===== src/rtl/ttl_pkg.sv =====
package ttl_pkg;

    // Lexer modes
    typedef enum logic [2:0] {
        MODE_SKIP    = 3'd0,
        MODE_SLASH   = 3'd1,
        MODE_COMMENT = 3'd2,
        MODE_QUOTE   = 3'd3,
        MODE_WORD    = 3'd4
    } ttl_mode_t;

    // Result kinds
    localparam logic [1:0] KIND_CHAR = 2'd0;
    localparam logic [1:0] KIND_TEND = 2'd1;
    localparam logic [1:0] KIND_END  = 2'd2;

    // Register map (word index taken from paddr[2])
    localparam logic       REG_QUOTE   = 1'b0;
    localparam logic [7:0] QUOTE_RESET = 8'd34;

    // Character constants
    localparam logic [7:0] CH_NUL     = 8'h00;
    localparam logic [7:0] CH_WS_MAX  = 8'd32;
    localparam logic [7:0] CH_SLASH   = 8'h2F;
    localparam logic [7:0] CH_NEWLINE = 8'h0A;
    localparam logic [7:0] CH_LBRACE  = 8'h7B;
    localparam logic [7:0] CH_RBRACE  = 8'h7D;
    localparam logic [7:0] CH_LPAREN  = 8'h28;
    localparam logic [7:0] CH_RPAREN  = 8'h29;
    localparam logic [7:0] CH_APOS    = 8'h27;
    localparam logic [7:0] CH_COMMA   = 8'h2C;

    localparam int          MAX_RES   = 4;
    localparam logic [2:0]  MAX_RES_C = 3'(MAX_RES);

    typedef struct packed {
        logic [1:0] kind;
        logic [7:0] ch;
    } ttl_entry_t;

    // Up to four results for one byte, entry 0 goes out first
    typedef struct packed {
        ttl_entry_t [MAX_RES-1:0] ent;
        logic [2:0]               cnt;
    } ttl_list_t;

    typedef struct packed {
        ttl_list_t list;
        ttl_mode_t mode_next;
    } ttl_step_t;

    function automatic ttl_entry_t mk_entry(logic [1:0] kind, logic [7:0] ch);
        ttl_entry_t e;
        e.kind = kind;
        e.ch   = (kind == KIND_CHAR) ? ch : CH_NUL;
        return e;
    endfunction

    function automatic ttl_list_t list_push(ttl_list_t l, ttl_entry_t e);
        ttl_list_t r;
        r = l;
        if (l.cnt < MAX_RES_C) begin
            r.ent[l.cnt[1:0]] = e;
            r.cnt = l.cnt + 3'd1;
        end
        return r;
    endfunction

    function automatic ttl_list_t list_append(ttl_list_t a, ttl_list_t b);
        ttl_list_t r;
        r = a;
        for (int i = 0; i < MAX_RES; i++) begin
            if (3'(i) < b.cnt) begin
                r = list_push(r, b.ent[i]);
            end
        end
        return r;
    endfunction

endpackage


===== src/rtl/ttl_decode.sv =====
module ttl_decode (
    input  logic [7:0]          in_byte,
    input  ttl_pkg::ttl_mode_t  mode,
    input  logic [7:0]          quote_char,
    output ttl_pkg::ttl_step_t  step
);
    import ttl_pkg::*;

    logic      is_zero, is_ws_or_zero, is_single;
    ttl_list_t skip_l, quote_l, word_l, res_l;
    ttl_mode_t skip_m, quote_m, word_m, res_m;

    // Byte classes
    assign is_zero       = (in_byte == CH_NUL);
    assign is_ws_or_zero = (in_byte <= CH_WS_MAX);
    assign is_single     = (in_byte == CH_LBRACE) || (in_byte == CH_RBRACE) ||
                           (in_byte == CH_LPAREN) || (in_byte == CH_RPAREN) ||
                           (in_byte == CH_APOS)   || (in_byte == CH_COMMA);

    // Byte seen at a token start
    always_comb begin
        skip_l = '0;
        skip_m = MODE_SKIP;
        if (is_zero) begin
            skip_l = list_push(skip_l, mk_entry(KIND_END, CH_NUL));
        end else if (is_ws_or_zero) begin
            skip_m = MODE_SKIP;
        end else if (in_byte == CH_SLASH) begin
            skip_m = MODE_SLASH;
        end else if (in_byte == quote_char) begin
            skip_m = MODE_QUOTE;
        end else if (is_single) begin
            skip_l = list_push(skip_l, mk_entry(KIND_CHAR, in_byte));
            skip_l = list_push(skip_l, mk_entry(KIND_TEND, CH_NUL));
        end else begin
            skip_l = list_push(skip_l, mk_entry(KIND_CHAR, in_byte));
            skip_m = MODE_WORD;
        end
    end

    // Byte inside a quoted token
    always_comb begin
        quote_l = '0;
        quote_m = MODE_SKIP;
        if (is_zero) begin
            quote_l = list_push(quote_l, mk_entry(KIND_TEND, CH_NUL));
            quote_l = list_push(quote_l, mk_entry(KIND_END, CH_NUL));
        end else if (in_byte == quote_char) begin
            quote_l = list_push(quote_l, mk_entry(KIND_TEND, CH_NUL));
        end else begin
            quote_l = list_push(quote_l, mk_entry(KIND_CHAR, in_byte));
            quote_m = MODE_QUOTE;
        end
    end

    // Byte inside a word: a delimiter ends it and is then lexed as a token start
    always_comb begin
        word_l = '0;
        if (is_single || is_ws_or_zero) begin
            word_l = list_push(word_l, mk_entry(KIND_TEND, CH_NUL));
            word_l = list_append(word_l, skip_l);
            word_m = skip_m;
        end else begin
            word_l = list_push(word_l, mk_entry(KIND_CHAR, in_byte));
            word_m = MODE_WORD;
        end
    end

    // Mode select
    always_comb begin
        res_l = '0;
        res_m = MODE_SKIP;
        unique case (mode)
            MODE_SLASH: begin
                if (in_byte == CH_SLASH) begin
                    res_m = MODE_COMMENT;
                end else if (quote_char == CH_SLASH) begin
                    res_l = quote_l;
                    res_m = quote_m;
                end else begin
                    res_l = list_push(res_l, mk_entry(KIND_CHAR, CH_SLASH));
                    res_l = list_append(res_l, word_l);
                    res_m = word_m;
                end
            end
            MODE_COMMENT: begin
                if (is_zero) begin
                    res_l = list_push(res_l, mk_entry(KIND_END, CH_NUL));
                end else if (in_byte != CH_NEWLINE) begin
                    res_m = MODE_COMMENT;
                end
            end
            MODE_QUOTE: begin
                res_l = quote_l;
                res_m = quote_m;
            end
            MODE_WORD: begin
                res_l = word_l;
                res_m = word_m;
            end
            default: begin
                res_l = skip_l;
                res_m = skip_m;
            end
        endcase
    end

    assign step.list      = res_l;
    assign step.mode_next = res_m;

endmodule


===== src/rtl/text_token_lexer_unit.sv =====
// A byte accepted into the input register is lexed into the result list once
// the list is free; its first result is offered from then on.
// One byte per cycle while each byte gives at most one result and m_tready is
// high; a byte with more (up to 4) holds the next byte until its last is taken.
// Reset (aresetn low at a clock edge): mode returns to skip whitespace, quote
// character to 34, input and result stages empty.
module text_token_lexer_unit (
    input  logic        aclk,
    input  logic        aresetn,
    // stream in
    input  logic        s_tvalid,
    output logic        s_tready,
    input  logic [7:0]  s_tdata,    // [7:0] in_byte
    // stream out
    output logic        m_tvalid,
    input  logic        m_tready,
    output logic [7:0]  m_tdata,    // [7:0] out_char
    output logic [1:0]  m_tuser,    // [1:0] kind
    output logic        m_tlast,    // last
    // configuration
    input  logic        psel,
    input  logic        penable,
    input  logic        pwrite,
    input  logic [2:0]  paddr,
    input  logic [31:0] pwdata,
    output logic [31:0] prdata,
    output logic        pready
);
    import ttl_pkg::*;

    logic       quote_sel;
    logic [7:0] quote_char_reg;
    ttl_mode_t  mode_reg;
    logic       in_valid_reg;
    logic [7:0] in_byte_reg;
    ttl_list_t  list_reg, list_next;
    ttl_step_t  step;
    logic       list_free, load, m_take, cfg_wr;

    // Configuration port
    assign pready    = 1'b1;
    assign cfg_wr    = psel && penable && pwrite && pready;
    assign quote_sel = (paddr[2] == REG_QUOTE);
    assign prdata    = quote_sel ? {24'd0, quote_char_reg} : 32'd0;

    always_ff @(posedge aclk) begin
        if (!aresetn) begin
            quote_char_reg <= QUOTE_RESET;
        end else if (cfg_wr && quote_sel) begin
            quote_char_reg <= pwdata[7:0];
        end
    end

    // Handshake control
    assign m_take    = m_tvalid && m_tready;
    assign list_free = (list_reg.cnt == 3'd0) || ((list_reg.cnt == 3'd1) && m_tready);
    assign load      = in_valid_reg && list_free;
    assign s_tready  = !in_valid_reg || load;

    // Input register
    always_ff @(posedge aclk) begin
        if (!aresetn) begin
            in_valid_reg <= 1'b0;
        end else if (s_tready) begin
            in_valid_reg <= s_tvalid;
        end
    end

    always_ff @(posedge aclk) begin
        if (s_tvalid && s_tready) begin
            in_byte_reg <= s_tdata;
        end
    end

    // Lexer step
    ttl_decode u_decode (
        .in_byte    (in_byte_reg),
        .mode       (mode_reg),
        .quote_char (quote_char_reg),
        .step       (step)
    );

    always_ff @(posedge aclk) begin
        if (!aresetn) begin
            mode_reg <= MODE_SKIP;
        end else if (load) begin
            mode_reg <= step.mode_next;
        end
    end

    // Result list: loaded whole, drained from entry 0
    always_comb begin
        list_next = list_reg;
        if (load) begin
            list_next = step.list;
        end else if (m_take) begin
            for (int i = 0; i < MAX_RES - 1; i++) begin
                list_next.ent[i] = list_reg.ent[i+1];
            end
            list_next.cnt = list_reg.cnt - 3'd1;
        end
    end

    // only the count needs a reset, entries are qualified by it
    always_ff @(posedge aclk) begin
        if (!aresetn) begin
            list_reg.cnt <= 3'd0;
        end else begin
            list_reg.cnt <= list_next.cnt;
        end
        list_reg.ent <= list_next.ent;
    end

    // Output
    assign m_tvalid = (list_reg.cnt != 3'd0);
    assign m_tdata  = list_reg.ent[0].ch;
    assign m_tuser  = list_reg.ent[0].kind;
    assign m_tlast  = (list_reg.cnt == 3'd1);

    // Checks
    a_cnt_range: assert property (@(posedge aclk) disable iff (!aresetn)
        list_reg.cnt <= MAX_RES_C)
        else $error("result count above four");

    a_in_hold: assert property (@(posedge aclk) disable iff (!aresetn)
        in_valid_reg && !load |=> in_valid_reg && $stable(in_byte_reg))
        else $error("pending input byte lost");

    a_end_last: assert property (@(posedge aclk) disable iff (!aresetn)
        m_tvalid && (list_reg.ent[0].kind == KIND_END) |-> m_tlast)
        else $error("end of input is not the final result of its byte");

    a_char_zero: assert property (@(posedge aclk) disable iff (!aresetn)
        m_tvalid && (list_reg.ent[0].kind != KIND_CHAR) |-> (list_reg.ent[0].ch == CH_NUL))
        else $error("nonzero character on a mark");

endmodule


===== config.mk =====
export PLATFORM = sky130hd
export DESIGN_NAME = text_token_lexer_unit
export DESIGN_NICKNAME = d
export VERILOG_FILES = /design/src/rtl/ttl_pkg.sv /design/src/rtl/ttl_decode.sv /design/src/rtl/text_token_lexer_unit.sv
export SDC_FILE = /design/constraint.sdc
export NUM_CORES = 1
export LEC_CHECK = 0
export BUFFER_PORTS_ARGS = -buffer_cell sky130_fd_sc_hd__buf_4
export CELL_PAD_IN_SITES_DETAIL_PLACEMENT = 1
export CELL_PAD_IN_SITES_GLOBAL_PLACEMENT = 1
export CORE_ASPECT_RATIO = 0.9
export CORE_MARGIN = 5
export CORE_UTILIZATION = 30
export DETAILED_ROUTE_END_ITERATION = 10
export MAX_ROUTING_LAYER = met4
export PLACE_DENSITY_LB_ADDON = 0.12
export SLEW_MARGIN = 25
export SYNTH_ARGS = -nofsm -noshare
export SYNTH_HDL_FRONTEND = slang
export SYNTH_HIERARCHICAL = 1
export SYNTH_SLANG_ARGS = --single-unit
export TNS_END_PERCENT = 100

===== constraint.sdc =====
create_clock -name aclk -period 3.45 [get_ports aclk]
set_input_delay 0.1725 -clock aclk [delete_from_list [all_inputs] [get_ports aclk]]
set_output_delay 0.1725 -clock aclk [all_outputs]
set_load 0.03 [all_outputs]

==> impl_metrics.py, run 1 <==
metrics = {
    "placement": {
        "place.detailed.hpwl_um": 7490,
        "io_buffer_count": 44,
        "cell_area_reported_after_detailed_placement_sq_um": 4660,
        "gp_congestion": 0.814,
    },
    "sta": {
        "maxClockFrequency_mhz": 287,
        "timing.final.hold_violations": 0,
        "rsz0062_at_grt": "yes",
        "tightestPinTransition_ps": 730,
        "fin_hold_ws_ps": 20.4,
        "worst_slew_margin_rel_pct": 51.2,
        "slew_violations": 0,
        "finClkSkew_ps": 6.08,
        "setup_violations": 1,
        "min_period_ps": 3480,
        "layout_worst_path_cycle_share_pct": 101,
        "fin_ws_ps": -29.4,
    },
    "drt": {
        "wl_um": 9930,
        "antenna_left": 0,
        "post_drt_via_cell_ratio": 4.70,
        "wire_length_per_cell_after_detailed_routing_um": 15.5,
        "drt-initial-drc-count": 112,
        "detailroute.via_count": 3001,
        "drc": 0,
        "detailed_router_iteration_count_before_antenna_repair": 4,
    },
    "worst_setup_path": {
        "slowest_stage": "edfxtp_1",
        "worst_r2r_path_depth": 17,
        "r2r_slack_ps": -30,
        "crit_path_max_fanout": 5,
        "crit-reg2reg-launch": "in_byte_reg[1]",
        "critPathRequiredTime_ps": 3660,
        "worst-setup-path-type": "reg -> reg",
        "r2r_end": "list_reg[0]",
        "crit_top_cell": "nand2_2",
        "setup.worst_path.start_class": "flop",
        "cp_data_arrival_time_ps": 3690,
        "worstPathCellList": "buf_4, xor2_1, nor4_4, a21oi_2, nand2_2, nand2_2, ha_4, nor3_4, nor2_1, xnor2_1, ha_1, nand2b_4, nand3_1, a31oi_1, a211oi_1, or3_1, a311o_1",
        "critical-path-max-stage-delay_ps": 450,
        "endpoint_kind": "flop",
    },
    "logic_synthesis": {
        "netlist_top_cells_area": "edfxtp_1, buf_4, mux2_1",
        "netlist_area_sq_um": 4040,
        "synth_top_flop_cell": "edfxtp_1",
        "synth_area_per_cell_sq_um": 10.3,
        "syn_inst": 392,
        "top_area_cell_type_share_of_the_netlist_area_pct": 35.7,
        "number_of_unique_standard_cell_types_used_by_synthesis": 66,
        "synth_top_cells_by_count": "buf_4, edfxtp_1, nand2_1",
        "yosysSeqAreaShare_pct": 43.1,
        "ys.warnings.count": 6,
        "synth.ff_latch_count": 63,
        "edff_count_synth": 48,
        "synth_top_cell_by_area": "edfxtp_1",
        "synthArstFlopShare_pct": 0,
        "synth.most_common_cell": "buf_4",
    },
    "grt": {
        "antenna_found_initial": 0,
        "grt_remaining_overflow": 0,
        "grt.met1_usage_pct": 17.3,
        "grt.busiest_layer": "met2",
        "grtUsageMet2_pct": 20.8,
        "grt_pass1_vias": 3099,
        "grt.met3_usage_pct": 3.73,
        "track_usage_pct": 13.2,
        "global_route_wire_length_before_repair_um": 16500,
        "grt_start_max_net_pins": 41,
    },
    "job": {
        "cap_violations": 0,
    },
    "floorplanning": {
        "io-pin-count": 96,
        "floorplan.initialDensity_pct": 30.5,
        "die-width_um": 132,
        "fp.dieArea_sq_um": 15900,
        "core.rowCount": 40,
        "die_height_um": 120,
        "core_box_area_sq_um": 13300,
    },
    "worst_hold_path": {
        "hold_end": "in_byte_reg[2]",
        "min_delay_path_depth": 1,
        "holdCritPathClass": "in -> reg",
        "worst_hold_startpoint": "s_tdata[2]",
    },
    "pwr": {
        "p_leak_nw": 2.04,
        "powerDensity_nw_per_um2": 667,
        "total_power_w": 0.00336,
        "vdd_drop_max_uv": 298,
    },
    "clock_tree": {
        "clockBufferDepth": 2,
        "clockRootBuffer": "clkbuf_16",
        "cts_tree": "done",
        "cts_made_buffers": 9,
        "clock_latency_ps": 330,
        "clock_tree.htree_level_count": 3,
        "tritoncts_num_sinks": 63,
        "clk_pin_slew_worst_paths_ps": 50,
    },
    "final_layout": {
        "nets": 521,
        "final_cell_area_sq_um": 5030,
        "largest_reg_flops": 33,
        "area_delta_synth_final_pct": 24.7,
        "n_antenna_cell": 0,
        "fill_cells": 1467,
        "post_route_cells_drive_above_1_share_pct": 27.8,
    },
    "status": {
        "failed_checks": "setup timing",
        "outcome": "finished, violations left",
    },
}
## layer usage
layer	wire length [um]	part of all wire, %	vias up
met5	0	0	-
li1	-	-	1478
met4	70	0.71	0
met1	4540	46	1461
met3	469	4.7	5
met2	4840	49	57
## what timing repair did
action	4_1_cts	5_1_grt
gates resized for setup	4	0
pin swaps	2	0
buffers inserted	3	0
endpoints found under the hold margin	0	2
hold buffers	0	2
setup endpoints to repair	1	1
## cells by family after synthesis
family	count (synthesis)	synth area share [%]
adder cells (fa/ha/maj)	5	1.55
XOR/XNOR	10	2.17
AND/OR/NAND/NOR	133	19.7
buffers and inverters	73	11.6
flip-flops	63	43.1
AO/OA/AOI/OAI	75	13.2
other	3	0.279
multiplexers	30	8.36
## metrics by stage
step	setup slack [ps]	setup TNS, ps	utilization [%]	std cells
finish	-29.4	-29.4	38.0	639
global route	-293	-293	38.0	639
CTS	-55.5	-55.5	37.8	637
floorplan	-25.3	-25.3	-	424
global placement	-60.7	-60.7	35.1	618
detailed placement	-138	-138	35.1	618
## critical path, delay by kind of cell, from the launching register on
family	cells	cell delay [ps]
xor+xnor	2	290
fa+ha+maj	2	530
compound gates	4	720
flops	1	450
simple gates	8	1200
buf+inv	1	170
## power breakdown
part           total [W]  internal [W]  switching, W
sequential       0.00123       0.00114     0.0000858
clock           0.000946      0.000629      0.000317
combinational    0.00119      0.000455      0.000730
## worst max path at each step
stage	startpoint	to	slack (ps)	cells after the start
4_1_cts	in_byte_reg[1]	list_reg[0]	-60	17
6_report	in_byte_reg[1]	list_reg[0]	-30	17
2_1_floorplan	in_byte_reg[6]	list_reg[0]	-30	18
3_3_place_gp	in_byte_reg[2]	list_reg[0]	-60	17
5_1_grt	in_byte_reg[1]	list_reg[0]	-290	19
3_5_place_dp	in_byte_reg[2]	list_reg[0]	-140	17
## area by class of cell
class | count | area [sq um] | area share [%]
Clock buffer | 10 | 229 | 4.55
Clock inverter | 6 | 85.1 | 1.69
Inverter | 13 | 51.3 | 1.02
Multi-Input combinational cell | 288 | 2030 | 40.3
Sequential cell | 63 | 1740 | 34.6
Tap cell | 168 | 210 | 4.17
Timing Repair Buffer | 91 | 688 | 13.7
## cell usage in the layout (no fill, tap or decap), types with 5 or more instances in the layout
cell type  netlist  final
nor2_1          11     11
nor2b_1         16     16
buf_4           49     89
clkbuf_16        0      9
nand3_1         12     12
xor2_1           9      9
dfxtp_1         15     15
nand2b_1         6      5
mux2_1          30     30
o21ai_0         14     14
nand2_1         37     34
and2_1          18     17
edfxtp_1        48     48
conb_1           3     35
inv_1           12     11
a21boi_0         5      5
a21oi_1         20     19
(Power assumes the default switching activity.)
==> run 2, diff against run 1 <==
--- a/config.mk
+++ b/config.mk
@@ -13,7 +13,7 @@
 export CORE_UTILIZATION = 30
 export DETAILED_ROUTE_END_ITERATION = 10
 export MAX_ROUTING_LAYER = met4
-export PLACE_DENSITY_LB_ADDON = 0.12
+export PLACE_DENSITY_LB_ADDON = 0.08
 export SLEW_MARGIN = 25
 export SYNTH_ARGS = -nofsm -noshare
 export SYNTH_HDL_FRONTEND = slang
==> impl_metrics.py, run 2 (synthesis results as in run 1) <==
metrics = {
    "status": {
        "outcome": "finished, violations left",
        "failed_checks": "setup timing",
    },
    "final_layout": {
        "area_delta_synth_final_pct": 25.6,
        "post_route_cells_drive_above_1_share_pct": 29.8,
        "layout.cells.most_common_list": "buf_4, edfxtp_1, conb_1, nand2_1, mux2_1",
        "largest_reg_flops": 33,
        "most_common_cell_after_layout_fill_and_taps_aside": "buf_4",
        "nets": 526,
    },
    "placement": {
        "place.detailed.hpwl_um": 7480,
        "io_buffer_count": 44,
        "worst_slack_after_detailed_placement_ps": -196,
        "gp_congestion": 0.794,
    },
    "drt": {
        "drt-initial-drc-count": 171,
        "antenna_left": 0,
        "wl_um": 10000,
        "post_drt_via_cell_ratio": 4.74,
        "detailed_router_iteration_count_before_antenna_repair": 4,
        "drc": 0,
        "detailroute.via_count": 3060,
        "wire_length_per_cell_after_detailed_routing_um": 15.5,
    },
    "clock_tree": {
        "clockBufferDepth": 2,
        "clock_latency_ps": 340,
        "clock_tree.htree_level_count": 3,
        "clockRootBuffer": "clkbuf_16",
        "cts_made_buffers": 9,
        "clk_pin_slew_worst_paths_ps": 50,
        "cts_tree": "done",
        "tritoncts_num_sinks": 63,
    },
    "floorplanning": {
        "floorplan.initialDensity_pct": 30.5,
        "core.rowCount": 40,
        "core_box_area_sq_um": 13300,
        "die-width_um": 132,
        "die_height_um": 120,
        "fp.dieArea_sq_um": 15900,
        "io-pin-count": 96,
    },
    "sta": {
        "rsz0062_at_grt": "yes",
        "tightestPinTransition_ps": 767,
        "layout_worst_path_cycle_share_pct": 100,
        "setup_violations": 1,
        "timing.final.hold_violations": 0,
        "maxClockFrequency_mhz": 289,
        "finClkSkew_ps": 7.98,
        "worst_slew_margin_rel_pct": 48.7,
        "min_period_ps": 3460,
        "fin_ws_ps": -9.17,
        "setup-tns-final_ps": -9.17,
        "slew_violations": 0,
    },
    "grt": {
        "grt_pass1_vias": 3187,
        "antenna_found_initial": 1,
        "track_usage_pct": 13.0,
        "global_route_wire_length_before_repair_um": 16200,
        "grt_start_max_net_pins": 41,
        "grt_remaining_overflow": 0,
    },
    "worst_setup_path": {
        "endpoint_kind": "flop",
        "critPathRequiredTime_ps": 3670,
        "setup.worst_path.start_class": "flop",
        "worst_r2r_path_depth": 17,
        "crit_path_max_fanout": 4,
        "cp_data_arrival_time_ps": 3680,
        "worst-setup-path-type": "reg -> reg",
    },
    "pwr": {
        "p_leak_nw": 2.05,
        "vdd_drop_max_uv": 278,
        "powerDensity_nw_per_um2": 652,
    },
    "worst_hold_path": {
        "holdCritPathClass": "in -> reg",
        "min_delay_path_depth": 1,
    },
    "job": {
        "cap_violations": 0,
    },
}
==> run 2: cell types whose count changed in the layout (fill, tap and decap cells not counted), sizes merged <==
cell	delta
clkinvlp	+2
bufinv	-1
buf	+6
clkinv	-1
dlygate4sd3	-1
diode	+1
==> run 2: routing by layer <==
metal | up-vias | track usage (%) | wire length, um
li1 | 1491 | - | -
met1 | 1511 | 16.0 | 4600
met2 | 47 | 21.3 | 4910
met3 | 11 | 3.23 | 366
met4 | 0 | 4.07 | 135
met5 | - | - | 0
==> run 2: worst paths after layout <==
path,slack [ps],start,endpoint
hold / removal,10,s_tdata[0],in_byte_reg[0]
setup reg to reg,-9,in_byte_reg[6],list_reg[0]
hold reg to reg,500,quote_char_reg[4],quote_char_reg[4]
setup / recovery,-9,in_byte_reg[6],list_reg[0]
==> run 2: area by class of cell <==
| class | count | area (sq um) |
|---|---|---|
| Fill cell | 1480 | 8190 |
| Multi-Input combinational cell | 288 | 2050 |
| Sequential cell | 63 | 1740 |
| Timing Repair Buffer | 96 | 727 |
| Clock buffer | 10 | 229 |
| Tap cell | 168 | 210 |
| Clock inverter | 6 | 61.3 |
| Inverter | 13 | 51.3 |
| Antenna cell | 1 | 2.50 |
==> run 2: power breakdown <==
group / leakage, nW / switching [W] / total, W / internal [W]
combinational: 1.34 / 0.000733 / 0.00120 / 0.000464
clock: 0.132 / 0.000329 / 0.000884 / 0.000554
sequential: 0.582 / 0.0000861 / 0.00123 / 0.00114
total: 2.05 / 0.00115 / 0.00331 / 0.00216
==> run 2: through the flow <==
| stage | power, W | cell area, sq um | util [%] | hold slack, ps | instances |
|---|---|---|---|---|---|
| after detailed placement | 0.00243 | 4650 | 35.1 | 352 | 617 |
| after CTS | 0.00335 | 5030 | 37.9 | 0.754 | 641 |
| after floorplan | 0.00214 | 4230 | - | 244 | 424 |
| final | 0.00331 | 5070 | 38.3 | 11.8 | 645 |
| after global placement | 0.00241 | 4650 | 35.1 | 350 | 617 |
| after global routing | 0.00350 | 5070 | 38.3 | 1.61 | 645 |
==> run 2: worst max-delay path, stage by stage, from the launching register on <==
cell,delay [ps]
edfxtp_1,450
buf_4,170
xor2_1,170
nor4_4,310
a21oi_2,130
nand2_2,80
nand2_2,60
ha_4,250
nor3_4,190
nor2_2,50
xnor2_1,130
ha_1,270
nand2b_4,120
nand3_2,70
a31oi_2,180
a211oi_2,100
or3_1,300
a311o_1,310
==> run 2: timing repair <==
item                                    in CTS  in global routing
gates cloned                                 0                  0
pin swaps                                    9                  2
resized for setup                            6                  4
hold buffers                                 0                  1
endpoints found under the setup margin       1                  1
endpoints found under the hold margin        0                  1
buffers inserted                             8                  2
==> run 3, diff against run 2 <==
--- a/config.mk
+++ b/config.mk
@@ -9,8 +9,7 @@
 export CELL_PAD_IN_SITES_DETAIL_PLACEMENT = 1
 export CELL_PAD_IN_SITES_GLOBAL_PLACEMENT = 1
 export CORE_ASPECT_RATIO = 0.9
-export CORE_MARGIN = 5
-export CORE_UTILIZATION = 30
+export CORE_UTILIZATION = 42
 export DETAILED_ROUTE_END_ITERATION = 10
 export MAX_ROUTING_LAYER = met4
 export PLACE_DENSITY_LB_ADDON = 0.08
==> constraint.sdc (replaced) <==
create_clock -name aclk -period 3.62 [get_ports aclk]
set_input_delay 0.181 -clock aclk [delete_from_list [all_inputs] [get_ports aclk]]
set_output_delay 0.181 -clock aclk [all_outputs]
set_load 0.03 [all_outputs]
==> impl_metrics.py, run 3 (synthesis results as in run 1) <==
metrics = {
    "status": {
        "outcome": "completed",
    },
    "clock_tree": {
        "cts_made_buffers": 9,
        "tritoncts_num_sinks": 63,
        "clock_latency_ps": 350,
        "clockBufferDepth": 2,
        "clockRootBuffer": "clkbuf_8",
        "clk_pin_slew_worst_paths_ps": 70,
        "clock_tree.htree_level_count": 3,
        "cts_tree": "done",
    },
    "pwr": {
        "total_power_w": 0.00285,
        "p_sw_share_pct": 37.5,
        "power_report.internal_total_w": 0.00178,
        "pwr-share-seq_pct": 41.0,
        "powerDensity_nw_per_um2": 576,
        "p_leak_nw": 2.03,
        "total_switching_power_w": 0.00107,
        "vdd_drop_max_uv": 268,
        "comb_power_share_pct": 40.0,
        "power_frac_clock_pct": 18.9,
    },
    "drt": {
        "antenna_left": 0,
        "drt-initial-drc-count": 96,
        "detailed_router_iteration_count_before_antenna_repair": 4,
        "drc": 0,
        "wl_um": 9480,
        "wire_length_per_cell_after_detailed_routing_um": 15.8,
        "detailroute.via_count": 3075,
        "post_drt_via_cell_ratio": 5.12,
    },
    "floorplanning": {
        "io-pin-count": 96,
        "die-width_um": 105,
        "fp.dieArea_sq_um": 10000,
        "floorplan.initialDensity_pct": 43.9,
        "die_height_um": 95.0,
        "core_box_area_sq_um": 9210,
        "core.rowCount": 33,
    },
    "sta": {
        "worst_slew_margin_rel_pct": 42.8,
        "slew_violations": 0,
        "finClkSkew_ps": 6.75,
        "setup_violations": 0,
        "min_period_ps": 3600,
        "timing.final.hold_violations": 0,
        "rsz0062_at_grt": "yes",
        "fin_hold_ws_ps": 41.3,
        "setup-tns-final_ps": 0,
        "layout_worst_path_cycle_share_pct": 99.4,
        "maxClockFrequency_mhz": 278,
        "tightestPinTransition_ps": 857,
    },
    "placement": {
        "io_buffer_count": 44,
        "gp_congestion": 0.859,
        "place.detailed.hpwl_um": 6720,
    },
    "worst_setup_path": {
        "critical-path-max-stage-delay_ps": 510,
        "critPathRequiredTime_ps": 3850,
        "setup.worst_path.start_class": "flop",
        "endpoint_kind": "flop",
        "worstPathCellList": "nor4b_4, buf_4, a32oi_2, o211ai_4, nand2_4, inv_4, ha_4, nor3_4, nor2_1, xnor2_1, ha_1, nand2b_4, nand2_1, a31oi_4, a211oi_2, or3_1, a311o_1",
        "slowest_stage": "edfxtp_1",
        "crit_path_max_fanout": 5,
        "cp_data_arrival_time_ps": 3830,
        "worst-setup-path-type": "reg -> reg",
    },
    "grt": {
        "grt_remaining_overflow": 0,
        "track_usage_pct": 20.4,
        "grt_pass1_vias": 3098,
        "grt_start_max_net_pins": 33,
        "antenna_found_initial": 0,
        "global_route_wire_length_before_repair_um": 15300,
    },
    "final_layout": {
        "n_antenna_cell": 0,
        "area_delta_synth_final_pct": 22.6,
        "layout.cells.most_common_list": "buf_4, edfxtp_1, nand2_1, conb_1, mux2_1",
        "nets": 529,
        "largest_reg_flops": 33,
        "post_route_cells_drive_above_1_share_pct": 28.8,
        "most_common_cell_after_layout_fill_and_taps_aside": "buf_4",
    },
    "job": {
        "cap_violations": 0,
    },
    "worst_hold_path": {
        "holdCritPathClass": "in -> reg",
    },
}
==> run 3: worst paths after layout <==
path	startpoint	to	slack (ps)	depth (start not counted)
max	in_byte_reg[6]	list_reg[0]	20	17
min	pwdata[5]	quote_char_reg[5]	40	3
min reg2reg	quote_char_reg[3]	quote_char_reg[3]	510	2
max reg2reg	in_byte_reg[6]	list_reg[0]	20	17
==> run 3: timing repair <==
item,CTS,global route
resized for setup,3,14
hold buffers,8,0
cloned,0,0
pin swaps,2,17
hold endpoints to repair,8,0
setup endpoints to repair,1,1
buffers inserted,5,8
==> run 3: power groups by stage <==
stage / registers [W] / logic, W / clock network [W]
5_1_grt: 0.00120 / 0.00125 / 0.000585
4_1_cts: 0.00117 / 0.00113 / 0.000561
6_report: 0.00117 / 0.00114 / 0.000540
3_5_place_dp: 0.00119 / 0.00110 / 0
3_3_place_gp: 0.00118 / 0.00108 / 0
2_1_floorplan: 0.00115 / 0.000878 / 0
==> run 3: area by class of cell <==
type / count / area [sq um]
inverter: 13 / 51.3
tap: 122 / 153
sequential: 63 / 1740
multi-input combinational: 288 / 2060
fill: 1021 / 4260
clock buffer: 9 / 124
timing repair buffer: 99 / 776
clock inverter: 7 / 47.5
==> run 3: metal layers <==
metal	track usage, %	share of wire (%)	vias to the layer above
met5	-	0	-
met4	4.58	0.77	0
met3	5.33	4.3	8
met2	34.3	49	67
met1	24.8	46	1502
li1	-	-	1498
==> run 3: worst max-delay path, delay by kind of cell, from the launching register on <==
family          cells  cell delay, ps
flops               1             510
simple gates        7            1200
xor+xnor            1             130
fa+ha+maj           2             480
compound gates      5             920
buf+inv             2             240
==> run 3: metrics by stage <==
step	instances	util (%)	worst slack [ps]	cell area (sq um)
after detailed placement	564	49.0	-67.0	4520
after floorplan	424	-	22.1	4180
after CTS	593	52.4	6.45	4820
after global routing	601	53.8	-121	4950
after global placement	564	49.0	53.6	4520
final	601	53.8	20.5	4950
